<file path="src/hw/rtl/mdds_pkg.sv">
// ----------------------------------------------------------------------------
// mdds_pkg
// Types, codes and constants shared by the decimal display scan block.
// ----------------------------------------------------------------------------
package mdds_pkg;

	localparam int unsigned NUM_WIDTH   = 16;
	localparam int unsigned DIGIT_WIDTH = 4;
	localparam int unsigned PLACE_WIDTH = 2;
	localparam int unsigned NUM_DIGITS  = 4;

	localparam logic FUNC_LOAD = 1'b0;
	localparam logic FUNC_TICK = 1'b1;

	localparam logic [DIGIT_WIDTH-1:0] BLANK_DIGIT     = 4'd10;
	localparam logic [PLACE_WIDTH-1:0] TOP_PLACE_RESET = 2'd3;

	typedef logic [NUM_DIGITS-1:0][DIGIT_WIDTH-1:0] digits_t;

	typedef struct packed {
		logic    rejected;
		digits_t digits;
	} split_t;

	typedef struct packed {
		logic load;
		logic tick;
	} scan_ctrl_t;

	// Limit for a number that fits in places 0..top: ten to the power top + 1.
	function automatic logic [NUM_WIDTH-2:0] place_limit(input logic [PLACE_WIDTH-1:0] top);
		logic [NUM_WIDTH-2:0] lim;
		case (top)
			2'd0:    lim = 15'd10;
			2'd1:    lim = 15'd100;
			2'd2:    lim = 15'd1000;
			2'd3:    lim = 15'd10000;
			default: lim = 15'd10000;
		endcase
		return lim;
	endfunction

endpackage

</file>
<file path="src/hw/rtl/mdds_in_if.sv">
// ----------------------------------------------------------------------------
// mdds_in_if
// Input channel: load or refresh tick with valid/ready handshake.
// ----------------------------------------------------------------------------
interface mdds_in_if;
	logic               valid;
	logic               ready;
	logic               func;
	logic signed [15:0] number;

	modport source (output valid, output func, output number, input ready);
	modport sink   (input valid, input func, input number, output ready);
endinterface

</file>
<file path="src/hw/rtl/mdds_out_if.sv">
// ----------------------------------------------------------------------------
// mdds_out_if
// Result channel: digit place and value, or load status.
// ----------------------------------------------------------------------------
interface mdds_out_if;
	logic       valid;
	logic       ready;
	logic [1:0] digit_select;
	logic [3:0] digit_value;
	logic       display_valid;
	logic       number_rejected;

	modport source (output valid, output digit_select, output digit_value,
		output display_valid, output number_rejected, input ready);
	modport sink   (input valid, input digit_select, input digit_value,
		input display_valid, input number_rejected, output ready);
endinterface

</file>
<file path="src/hw/rtl/mdds_split.sv">
// ----------------------------------------------------------------------------
// mdds_split
// Range check and binary to decimal split of a load number. Each quotient
// comes from one reciprocal multiply of the input, exact below 10000.
// ----------------------------------------------------------------------------
module mdds_split (
	input  logic signed [15:0] number,
	input  logic [1:0]         top,
	output mdds_pkg::split_t   split
);
	import mdds_pkg::*;

	logic [14:0] v;
	logic [30:0] p1;
	logic [27:0] p2;
	logic [29:0] p3;
	logic [11:0] q1;
	logic [8:0]  q2;
	logic [5:0]  q3;
	logic [14:0] r0;
	logic [11:0] r1;
	logic [8:0]  r2;

	assign v  = number[14:0];
	assign p1 = 31'(v) * 31'd52429;
	assign p2 = 28'(v) * 28'd5243;
	assign p3 = 30'(v) * 30'd16778;
	assign q1 = p1[30:19];
	assign q2 = p2[27:19];
	assign q3 = p3[29:24];

	assign r0 = v - 15'({q1, 3'b000}) - 15'({q1, 1'b0});
	assign r1 = q1 - 12'({q2, 3'b000}) - 12'({q2, 1'b0});
	assign r2 = q2 - 9'({q3, 3'b000}) - 9'({q3, 1'b0});

	assign split.rejected  = number[15] || (v >= place_limit(top));
	assign split.digits[0] = r0[3:0];
	assign split.digits[1] = r1[3:0];
	assign split.digits[2] = r2[3:0];
	assign split.digits[3] = q3[3:0];

endmodule

</file>
<file path="src/hw/rtl/mdds_scan.sv">
// ----------------------------------------------------------------------------
// mdds_scan
// Digit store and scan place counter; picks the place for a tick.
// ----------------------------------------------------------------------------
module mdds_scan #(
	parameter int MAX_PLACES = 4
) (
	input  logic                 clk,
	input  logic                 arst_n,
	input  mdds_pkg::scan_ctrl_t ctrl,
	input  mdds_pkg::digits_t    digits,
	input  logic [1:0]           top,
	output logic [1:0]           place,
	output logic [3:0]           value
);
	import mdds_pkg::*;

	localparam int IDX_W = (MAX_PLACES > 1) ? $clog2(MAX_PLACES) : 1;

	logic [DIGIT_WIDTH-1:0] store_q [MAX_PLACES];
	logic [PLACE_WIDTH-1:0] scan_q;
	logic [IDX_W-1:0]       idx;

	assign place = (scan_q > top) ? '0 : scan_q;
	assign idx   = place[IDX_W-1:0];
	assign value = store_q[idx];

	always_ff @(posedge clk or negedge arst_n) begin
		if (!arst_n) begin
			scan_q <= '0;
		end else if (ctrl.tick) begin
			scan_q <= place + 2'd1;
		end
	end

	for (genvar p = 0; p < MAX_PLACES; p++) begin : g_store
		always_ff @(posedge clk or negedge arst_n) begin
			if (!arst_n) begin
				store_q[p] <= BLANK_DIGIT;
			end else if (ctrl.load) begin
				store_q[p] <= digits[p];
			end
		end
	end

endmodule

</file>
<file path="src/hw/rtl/multiplexed_decimal_display_scan.sv">
// ----------------------------------------------------------------------------
// multiplexed_decimal_display_scan
// Scan controller for a multiplexed decimal display of up to four places.
//
// req carries func and number. A load (func 0) splits a non-negative number
// below ten to the power of the places in use into decimal digits; other
// numbers are rejected and the stored digits hold. A tick (func 1) drives
// the next place, wrapping after top_place, and returns place and digit.
// rsp returns exactly one result per item.
// cfg_wr_en / cfg_wr_data write top_place; write only while the block idles.
// A transfer on req is held in the input register, then the split or store
// read goes into the result register, which drives rsp.
// Throughput is one item per cycle while rsp does not stall. While a result
// waits on a stalled rsp, req still takes one item into an empty input
// register, then holds ready low until rsp takes the waiting result.
// Reset clears both stages, shows all places blank, sets the scan to the
// units place and top_place to 3.
// ----------------------------------------------------------------------------
module multiplexed_decimal_display_scan #(
	parameter int MAX_PLACES = 4
) (
	input  logic       clk,
	input  logic       arst_n,
	mdds_in_if.sink    req,
	mdds_out_if.source rsp,
	input  logic       cfg_wr_en,
	input  logic [1:0] cfg_wr_data
);
	import mdds_pkg::*;

	localparam logic [PLACE_WIDTH-1:0] TOP_LIMIT = PLACE_WIDTH'(MAX_PLACES - 1);

	logic                   valid_s1;
	logic                   func_s1;
	logic signed [15:0]     number_s1;
	logic [PLACE_WIDTH-1:0] top_place_q;
	logic [PLACE_WIDTH-1:0] top;
	logic                   rsp_valid_q;
	logic [1:0]             select_q;
	logic [3:0]             value_q;
	logic                   disp_q;
	logic                   rej_q;
	logic                   advance;
	split_t                 split;
	scan_ctrl_t             ctrl;
	logic [1:0]             place;
	logic [3:0]             value;

	assign advance   = valid_s1 && (!rsp_valid_q || rsp.ready);
	assign req.ready = !valid_s1 || advance;
	assign top       = (top_place_q > TOP_LIMIT) ? TOP_LIMIT : top_place_q;

	always_ff @(posedge clk or negedge arst_n) begin
		if (!arst_n) begin
			top_place_q <= TOP_PLACE_RESET;
		end else if (cfg_wr_en) begin
			top_place_q <= cfg_wr_data;
		end
	end

	always_ff @(posedge clk or negedge arst_n) begin
		if (!arst_n) begin
			valid_s1 <= 1'b0;
		end else if (req.ready) begin
			valid_s1 <= req.valid;
		end
	end

	always_ff @(posedge clk) begin
		if (req.valid && req.ready) begin
			func_s1   <= req.func;
			number_s1 <= req.number;
		end
	end

	mdds_split u_split (
		.number (number_s1),
		.top    (top),
		.split  (split)
	);

	assign ctrl.load = advance && (func_s1 == FUNC_LOAD) && !split.rejected;
	assign ctrl.tick = advance && (func_s1 == FUNC_TICK);

	mdds_scan #(
		.MAX_PLACES (MAX_PLACES)
	) u_scan (
		.clk    (clk),
		.arst_n (arst_n),
		.ctrl   (ctrl),
		.digits (split.digits),
		.top    (top),
		.place  (place),
		.value  (value)
	);

	always_ff @(posedge clk or negedge arst_n) begin
		if (!arst_n) begin
			rsp_valid_q <= 1'b0;
		end else if (advance) begin
			rsp_valid_q <= 1'b1;
		end else if (rsp.ready) begin
			rsp_valid_q <= 1'b0;
		end
	end

	always_ff @(posedge clk) begin
		if (advance) begin
			if (func_s1 == FUNC_TICK) begin
				select_q <= place;
				value_q  <= value;
				disp_q   <= 1'b1;
				rej_q    <= 1'b0;
			end else begin
				select_q <= '0;
				value_q  <= '0;
				disp_q   <= 1'b0;
				rej_q    <= split.rejected;
			end
		end
	end

	assign rsp.valid           = rsp_valid_q;
	assign rsp.digit_select    = select_q;
	assign rsp.digit_value     = value_q;
	assign rsp.display_valid   = disp_q;
	assign rsp.number_rejected = rej_q;

endmodule

</file>
<file path="src/flat_wrapper.sv">
// flat-port wrapper written by rule: the top's interface ports become plain ports
module multiplexed_decimal_display_scan_flat import mdds_pkg::*;
#(
	parameter int MAX_PLACES = 4
)
  (clk, arst_n, cfg_wr_en, cfg_wr_data, req_valid, req_func, req_number, req_ready, rsp_valid, rsp_digit_select, rsp_digit_value, rsp_display_valid, rsp_number_rejected, rsp_ready);
  mdds_in_if req_i ();
  mdds_out_if rsp_i ();
  input  logic clk;
  input  logic arst_n;
  input  logic cfg_wr_en;
  input  logic [1:0] cfg_wr_data;
  input wire logic [$bits(req_i.valid)-1:0] req_valid;
  input wire logic [$bits(req_i.func)-1:0] req_func;
  input wire logic [$bits(req_i.number)-1:0] req_number;
  output wire logic [$bits(req_i.ready)-1:0] req_ready;
  output wire logic [$bits(rsp_i.valid)-1:0] rsp_valid;
  output wire logic [$bits(rsp_i.digit_select)-1:0] rsp_digit_select;
  output wire logic [$bits(rsp_i.digit_value)-1:0] rsp_digit_value;
  output wire logic [$bits(rsp_i.display_valid)-1:0] rsp_display_valid;
  output wire logic [$bits(rsp_i.number_rejected)-1:0] rsp_number_rejected;
  input wire logic [$bits(rsp_i.ready)-1:0] rsp_ready;
  assign req_i.valid = req_valid;
  assign req_i.func = req_func;
  assign req_i.number = req_number;
  assign req_ready = req_i.ready;
  assign rsp_valid = rsp_i.valid;
  assign rsp_digit_select = rsp_i.digit_select;
  assign rsp_digit_value = rsp_i.digit_value;
  assign rsp_display_valid = rsp_i.display_valid;
  assign rsp_number_rejected = rsp_i.number_rejected;
  assign rsp_i.ready = rsp_ready;
  multiplexed_decimal_display_scan #(.MAX_PLACES(MAX_PLACES)) u_core (.clk(clk), .arst_n(arst_n), .req(req_i), .rsp(rsp_i), .cfg_wr_en(cfg_wr_en), .cfg_wr_data(cfg_wr_data));
endmodule
</file>
<file path="config.mk">
export PLATFORM = sky130hd
export DESIGN_NAME = multiplexed_decimal_display_scan_flat
export DESIGN_NICKNAME = d
export VERILOG_FILES = /design/src/hw/rtl/mdds_pkg.sv /design/src/hw/rtl/mdds_in_if.sv /design/src/hw/rtl/mdds_out_if.sv /design/src/hw/rtl/mdds_split.sv /design/src/hw/rtl/mdds_scan.sv /design/src/hw/rtl/multiplexed_decimal_display_scan.sv /design/src/flat_wrapper.sv
export SDC_FILE = /design/constraint.sdc
export NUM_CORES = 1
export LEC_CHECK = 0
export BUFFER_PORTS_ARGS = -buffer_cell sky130_fd_sc_hd__buf_2
export CAP_MARGIN = 20
export CORE_ASPECT_RATIO = 1.1
export CORE_UTILIZATION = 30
export CTS_CLUSTER_DIAMETER = 80
export DETAILED_ROUTE_END_ITERATION = 12
export GPL_TIMING_DRIVEN = 0
export SLEW_MARGIN = 30
export SYNTH_ARGS = -nofsm -noshare
export SYNTH_HDL_FRONTEND = slang
export SYNTH_HIERARCHICAL = 1
export SYNTH_SLANG_ARGS = --single-unit
export TNS_END_PERCENT = 10
</file>
<file path="constraint.sdc">
create_clock -name clk -period 7.9 [get_ports clk]
set_input_delay 0.79 -clock clk [delete_from_list [all_inputs] [get_ports clk]]
set_output_delay 0.79 -clock clk [all_outputs]
set_load 0.01 [all_outputs]
</file>
## After elaboration in Yosys (flattened, before gate mapping)

Index checks and enable logic that the tools add are counted.

| cells by class | value |
|---|---|
| bitwise operators | 2 |
| magnitude comparators | 4 |
| equal/unequal tests | 3 |
| add/sub/neg operators | 7 |
| reduce and logical (&&, ||, !) cells | 13 |
| muxes and demuxes | 9 |
| $mul | 3 |

Operators with widths:

| cell | number |
|---|---|
| $pmux 15 s4 | 1 |
| $mul 15x14->27 const B | 1 |
| $sub 4x4->4 | 6 |
| $mul 15x13->23 const B | 1 |
| $mul 15x16->23 const B | 1 |
| $ge 15x15->1 | 1 |
| $bmux 4 s2 | 1 |
| $mux 4 | 2 |
| $logic_and 1x1->1 | 5 |
| $eq 2x2->1 const B | 2 |
| $mux 2 | 2 |
| $ge 3x3->1 const B | 1 |
| $logic_not 1->1 | 3 |
| $logic_or 1x1->1 | 3 |
| $mux 1 | 3 |
| $not 2->3 | 1 |
| $add 2x1->2 const B | 1 |
| $eq 2x1->1 const B | 1 |
| $gt 2x2->1 | 1 |
| $gt 2x2->1 const B | 1 |
| $logic_not 2->1 | 1 |
| $reduce_bool 2->1 | 1 |
| $not 1->1 | 1 |

| word-level totals | value |
|---|---|
| word-level logic and storage cells | 55 |
| bits in registers | 47 |

## Depth between registers and ports, before layout

Gate-level depths: netlist of the first run.

| depth | value |
|---|---|
| word-level depth | 8 |
| gate-level depth with buffers | 27 |
| depth with buffers taken out | 27 |

## Hierarchy

The synthesis of the first run kept the hierarchy.

Modules (own cells, without submodules):

| module | area an instance (um2) | times used | cells an instance | seq. area each (um2) |
|---|---|---|---|---|
| mdds_split | 8792.2 | 1 | 924 | 0.0 |
| multiplexed_decimal_display_scan | 992.2 | 1 | 47 | 853.3 |
| mdds_scan | 932.1 | 1 | 75 | 460.4 |

## Least setup slack after synthesis of the first run

No wires, ideal clock.

| timing | value |
|---|---|
| kind | register -> register |
| from | reg u_core.number_s1[7] |
| to | reg u_core/u_scan/store_q[7] in the netlist's numbering |
| buffers on the path | 0 |
| stages on the path, launching flop included | 28 |
| path slack | 1.323 ns |
| clock period less this slack | 6.577 ns |
| data arrival time | 6.495 ns |
| setup time | 0.082 ns |
| required time | 7.818 ns |
| path through | edfxtp_1 inv_1 ha_1 inv_1 ha_1 ha_1 inv_1 fa_1 inv_1 fa_1 inv_1 fa_1 inv_1 ha_1 a21o_1 a21oi_1 nand2_1 o21ai_0 a21oi_1 or4b_2 nand3_1 ha_1 xnor2_1 xnor2_1 xnor2_1 xnor3_1 xnor3_1 mux2_2 |

RTL lines:

| element | line | RTL |
|---|---|---|
| start: declaration | multiplexed_decimal_display_scan.sv:35 | `logic signed [15:0] number_s1;` |
| start signal: assignment | multiplexed_decimal_display_scan.sv:72 | `number_s1 <= req.number;` |
| end signal: indexed assignment | mdds_scan.sv:41 | `store_q[p] <= digits[p];` |
| end: declaration | mdds_scan.sv:20 | `logic [DIGIT_WIDTH-1:0] store_q [MAX_PLACES];` |

==> summary.txt, run 1 <==
STA
  • RSZ-0062 raised after global routing: false
  • Fmax: between 100 and 150 MHz
  • Slew headroom: approximately 35%
  • Final min period: 7.53 ns
  • Hold_ws: 0.468 ns
  • Final hold vios: 0
  • Worst Clk Skew: around 0.007 ns
  • Setup TNS: 0 ns
  • Final Cycle Share: a little over nine tenths
  • Max-slew violation count: 0
  • Setup-failing EPs final: 0
  • Least-Margin Pin Slew: 0.969 ns

Global routing
  • First-pass GRT wire length: 39.5 mm
  • GR Overflow Total: 0
  • Vias in the first global route: between 7000 and 8000
  • Largest net degree at the start of global routing: 23
  • Initial antenna violation count: 0
  • GRT Overall Usage: 13.7%

Finish
  • Final non-filler cell area: 0.0117 mm^2
  • Commonest cells after routing, fill and taps aside: 306 x inv_1, 268 x ha_1, 141 x fa_1
  • Layout cells sized above 1: under 10%
  • Area grow syn2layout: 8.75%
  • Antenna cells: 0
  • Nets: 1525
  • Fillers: between 3000 and 4000
  • Commonest non-fill, non-tap cell in the layout: inv_1

Drt
  • DR WL/cell: roughly 16 um
  • First-iteration detailed-routing DRC count: approximately 230
  • Vias: a little over 7000
  • Post-route antenna net violation count: 0
  • DRT Pass-1 Iters: 5
  • WL final: roughly 24 mm
  • Via density per instance: 4.60
  • DRC: 0

Synthesis
  • Mapped Cells: roughly 1000
  • Register area share after synthesis: 12.3%
  • Syn nets: ~1500
  • Netlist cell types: just under 70
  • Ys async rst share: approximately 47%
  • Main synth FF type: edfxtp_1
  • Yosys warns: 6
  • Largest area contributor in the netlist: ha_1
  • Cell Area, Synth: around 0.011 mm^2
  • #FFs+latches synth: 47
  • Synthesized area per cell: around 10 um^2
  • Top area cells in the synthesized netlist: ha_1 31%, fa_1 26%, inv_1 11%, edfxtp_1 7.0%, dfrtp_1 2.8%
  • Share of the synthesized area in the top cell type: a little under a third
  • Number of synthesized flops with an enable pin: 25

Floorplanning
  • Die area: between 0.03 and 0.04 mm^2
  • Row count: slightly above 70
  • Die Y: 200 um
  • Initial core utilization: around 30%
  • IO Count: 34
  • Core footprint: around 0.035 mm^2
  • Die width: between 150 and 200 um

Status
  • Outcome: completed

Placement
  • Dpl hpwl: 20.3 mm
  • # port buffers: 33
  • GP Congestion: just under 0.9
  • DP Area: approximately 0.011 mm^2

Clock network
  • Clock Sink Count: 47
  • Total CTS buffers: 5
  • Clock root cell: clkbuf_16
  • CTS tree: built
  • Max clock buf depth: 2
  • Htree depth: 2
  • Post-CTS Hold Buffers: 0
  • Worst-path clk slew: 0.06 ns
  • Worst skew pair latency: approximately 0.28 ns

Worst setup path
  • WP data arrival: 7.74 ns
  • Critical path capture point type: flop
  • Slowest cell on the critical path: edfxtp_1
  • Crit path kind: reg -> reg
  • Crit-path max cell delay: between 0.6 and 0.7 ns
  • Maximum fanout along the worst path: 8
  • R2R depth: 24
  • Critical path cell sequence: inv_1 -> ha_1 -> fa_1 -> fa_1 -> inv_1 -> fa_1 -> inv_1 -> fa_1 -> inv_1 -> ha_1 -> ha_1 -> a21o_1 -> a211o_1 -> nor4_2 -> o31ai_4 -> a21oi_2 -> xnor2_2 -> ha_1 -> xnor2_1 -> xnor2_1 -> xnor2_1 -> xnor2_1 -> xnor3_1 -> mux2_2
  • Critical path data required time: around 8.1 ns
  • Crit path launch type: flop

Run
  • Max_cap viols: 0

Min path
  • Tightest Hold Check Type: in -> async
## worst paths after layout
check,start,to,slack (ns)
hold / removal,arst_n,u_core/rsp.valid,0.47
min in group clk,u_core/u_scan/store_q[8],u_core/u_scan/store_q[8],0.51
setup reg to reg,u_core/number_s1[0],u_core/u_scan/store_q[11],0.37
max in group asynchronous,arst_n,u_core/top_place_q[0],7.07
hold reg to reg,u_core/u_scan/store_q[8],u_core/u_scan/store_q[8],0.51
setup / recovery,u_core/number_s1[0],u_core/u_scan/store_q[11],0.37
## per-layer routing
metal | global-route usage [%] | share of wire, %
met5 | 0 | 0
met4 | 2.76 | 1.9
met3 | 0.964 | 2.1
met2 | 24.4 | 50
met1 | 18.2 | 46
## worst max-delay path, delay by kind of cell (launching register included)
family | cells | cell delay (ns)
muxes | 1 | 0.28
DFF | 1 | 0.67
buffers and inverters | 4 | 0.49
and+or+nand+nor | 1 | 0.38
adders and majority gates | 8 | 3.49
AOI/OAI and AO/OA | 4 | 0.87
xor gates and xnor gates | 6 | 1.25
## timing repair
action / in CTS / in global routing
setup endpoints to repair: 1 / 2
gates resized for setup: 0 / 1
setup buffers: 1 / 5
## cells by family (layout without fill, tap and decap cells)
kind of cell / after synthesis / after routing / share of synthesized area (%)
buffers and inverters: 310 / 357 / 11.0
multiplexers: 22 / 22 / 2.38
AND/OR/NAND/NOR: 115 / 115 / 6.11
flip-flops: 47 / 47 / 12.3
AO/OA/AOI/OAI: 103 / 103 / 6.89
adder cells (fa/ha/maj): 409 / 409 / 57.6
XOR/XNOR: 40 / 40 / 3.72
## layout make-up
class                           count  area [um^2]  area share [%]
Timing Repair Buffer               39          210            1.80
Clock inverter                      1         30.0           0.258
Multi-Input combinational cell    689         8230            70.6
Sequential cell                    47         1310            11.3
Buffer                              3         27.5           0.236
Tap cell                          444          556            4.77
Clock buffer                        7          133            1.14
Inverter                          307         1150            9.89
## stage by stage
step	util (%)	setup slack (ns)	std cells
after floorplan	-	1.32	1046
after global placement	32.6	-0.0943	1523
after detailed placement	32.6	-0.205	1523
after CTS	33.0	0.000636	1532
after global routing	33.2	0.0781	1537
final	33.2	0.367	1537
## cells in the mapped netlist (all sizes together) (4+ instances only)
master and instances:
fa 141, a211oi 4, nor2b 7, nand4 9, and2 11, nand3 21, a21o 15, dfstp 10
xor2 13, ha 268, dfrtp 12, o21ai 21, inv 307, a211o 6, nand2b 5, a21oi 26
nand2 18, edfxtp 25, o21a 9, nor2 21, xnor2 24, nor3 7, mux2 22
## state kept, by name, indices dropped and copies added (netlist names)
register                    cells
u_core/rsp.digit_value          4
u_core/valid_s1                 1
u_core/rsp.digit_select         2
u_core/number_s1               16
u_core/func_s1                  1
u_core/u_scan/store_q          16
u_core/rsp.valid                1
u_core/u_scan/scan_q            2
u_core/rsp.display_valid        1
u_core/top_place_q              2
u_core/rsp.number_rejected      1
Power of run 1 is left out: the tool's default activity adds up to more than one toggle a clock period on the data nets, which glitch-free logic cannot reach.
==> run 2: changes to the inputs <==
- ABC_AREA: not set -> 1
==> summary.txt, run 2 <==
Worst setup path
  • Critical path data required time: 8.11 ns (about the same)
  • Crit path kind: reg -> reg
  • Crit path launch type: flop
  • Maximum fanout along the worst path: 8 (unchanged)
  • WP data arrival: 6.91 ns (-0.83 ns)
  • Crit path depth: 30 (+25%)
  • R2R depth: 30 (+25%)
  • CP bufs+invs: 4 (unchanged)
  • Slowest cell on the critical path: edfxtp_1
  • Crit-path max cell delay: 0.74 ns (+0.07 ns)
  • Critical path capture point type: flop
  • Cell repeated most along the worst path: nand2_1
  • CP top delay family: adder cells

Floorplanning
  • Die width: 190 um (+4.2%)
  • Core footprint: 0.0382 mm^2 (+8.7%)
  • IO Count: 34 (unchanged)
  • Row count: 75 (+4.2%)
  • Die area: 0.0396 mm^2 (+8.7%)
  • Initial core utilization: 30.5% (about the same)
  • Die Y: 209 um (+4.3%)

Global routing
  • Vias in the first global route: 9339 (+23%)
  • Initial antenna violation count: 1 (+1)
  • GR Overflow Total: 0 (unchanged)
  • Largest net degree at the start of global routing: 23 (unchanged)
  • First-pass GRT wire length: 46.4 mm (+17%)
  • GRT Overall Usage: 14.9% (+1.2 points)

Drt
  • DRC: 0 (unchanged)
  • Via density per instance: 4.51 (-1.9%)
  • WL met2: 13.7 mm (+15%)
  • Vias: 8803 (+25%)
  • Wl on met1: 12.3 mm (+12%)
  • DR WL/cell: 14.4 um (-7.5%)
  • Post-route antenna net violation count: 0 (unchanged)
  • WL final: 28.0 mm (+17%)
  • DRT Pass-1 Iters: 4 (-1)
  • First-iteration detailed-routing DRC count: 260 (+15%)
  • Max layer used: met4
  • Met3 WL: 839 um (+69%)

STA
  • Final min period: 6.70 ns (-0.832 ns)
  • Final hold vios: 0 (unchanged)
  • Slew headroom: 40.1% (+4.6 points)
  • Least-Margin Pin Slew: 0.899 ns (-0.0695 ns)
  • Setup-failing EPs final: 0 (unchanged)
  • Max-slew violation count: 0 (unchanged)
  • Final Cycle Share: 84.8% (-11 points)
  • Setup TNS: 0 ns (unchanged)
  • RSZ-0062 raised after global routing: false
  • Worst Clk Skew: 0.00729 ns (+0.000358 ns)
  • Fmax: 149 MHz (+12%)

Clock network
  • CTS tree: built
  • Clock root cell: clkbuf_16
  • Resized cells post-CTS: 0 (unchanged)
  • Htree depth: 2 (unchanged)
  • Post-CTS Setup Repair Bufs: 0 (-1)
  • Clock Sink Count: 47 (unchanged)
  • Worst skew pair latency: 0.29 ns (about the same)
  • Post-CTS Hold Buffers: 0 (unchanged)
  • Max clock buf depth: 2 (unchanged)
  • Total CTS buffers: 5 (unchanged)
  • Worst-path clk slew: 0.07 ns (about the same)

Finish
  • Nets: 1883 (+23%)
  • Area grow syn2layout: 8.26%
  • Layout cells sized above 1: 6.06% (-3.5 points)
  • Commonest non-fill, non-tap cell in the layout: inv_1
  • Core Util, Final: 33.0% (-0.13 points)
  • Commonest cells after routing, fill and taps aside: 404 x inv_1, 268 x ha_1, 249 x nand2_1

Synthesis
  • Ys async rst share: 46.8% (unchanged)
  • Count leader, synth: inv_1
  • Post-synth top cells: 404 x inv_1, 268 x ha_1, 249 x nand2_1
  • Share of the synthesized area in the top cell type: 28.8% (-2.5 points)
  • Netlist cell types: 40 (-42%)
  • Syn nets: 1843 (+25%)
  • Yosys warns: 6 (unchanged)
  • Register area share after synthesis: 11.3% (-0.99 points)
  • #FFs+latches synth: 47 (unchanged)
  • Largest area contributor in the netlist: ha_1
  • Mapped Cells: 1410 (+35%)
  • Top area cells in the synthesized netlist: ha_1 29%, fa_1 24%, inv_1 13%, nand2_1 8.0%, edfxtp_1 6.4%
  • Synthesized area per cell: 8.27 um^2 (-19%)
  • Cell Area, Synth: 0.0117 mm^2 (+8.8%)
  • Main synth FF type: edfxtp_1
  • Number of synthesized flops with an enable pin: 25 (unchanged)

Placement
  • # port buffers: 33 (unchanged)
  • Dpl hpwl: 24.9 mm (+23%)
  • GP Congestion: 0.900 (+2.4%)

Status
  • Outcome: completed

Run
  • Max_cap viols: 0 (unchanged)

Min path
  • Tightest Hold Check Type: in -> async
## run 2: cell count changes after synthesis, moves of 13 or more
cell	delta
a21oi_1	+30
inv_1	+98
nor2_1	+26
xnor2_1	-13
nand3_1	+35
mux2_2	-17
nand2_1	+232
o21ai_0	+20
## run 2: cell type report
type / instances / area (um^2)
Antenna cell: 1 / 2.50
Buffer: 5 / 32.5
Clock buffer: 5 / 125
Clock inverter: 3 / 43.8
Fill cell: 4008 / 25600
Inverter: 409 / 1540
Multi-Input combinational cell: 949 / 8770
Sequential cell: 47 / 1310
Tap cell: 500 / 626
Timing Repair Buffer: 33 / 165
## run 2: layer usage
metal | global-route usage, % | vias up
li1 | - | 4429
met1 | 18.2 | 4186
met2 | 26.4 | 135
met3 | 1.53 | 53
met4 | 6.28 | 0
met5 | 0 | -
## run 2: metrics by stage
step / area, um^2 / instances / hold WS [ns] / setup slack [ns]
after global routing: 12600 / 1952 / 0.486 / 0.761
final: 12600 / 1952 / 0.454 / 1.20
after CTS: 12600 / 1951 / 0.468 / 1.20
after detailed placement: 12400 / 1943 / 0.482 / 1.23
after global placement: 12400 / 1943 / 0.459 / 1.20
after floorplan: 11700 / 1410 / 0.451 / 2.16
## run 2: cells by family (layout without fill, tap and decap cells)
family / Yosys count / after routing / synth area share (%)
buf+inv: 414 / 455 / 13.5
xor+xnor: 22 / 22 / 1.72
simple gates: 404 / 404 / 15.0
other cells: 0 / 1 / 0
flops: 47 / 47 / 11.3
fa+ha+maj: 409 / 409 / 53.0
compound gates: 114 / 114 / 5.47
## run 2: worst paths after layout
kind                       slack [ns]                         to                     start
hold reg to reg                  0.49   u_core/u_scan/store_q[7]  u_core/u_scan/store_q[7]
hold / removal                   0.45  u_core/u_scan/store_q[14]                    arst_n
setup reg to reg                 1.20  u_core/u_scan/store_q[11]       u_core/number_s1[0]
max in group asynchronous        7.08      u_core/top_place_q[0]                    arst_n
setup / recovery                 1.20  u_core/u_scan/store_q[11]       u_core/number_s1[0]
min in group clk                 0.49   u_core/u_scan/store_q[7]  u_core/u_scan/store_q[7]
Power of run 2 is left out for the same reason.
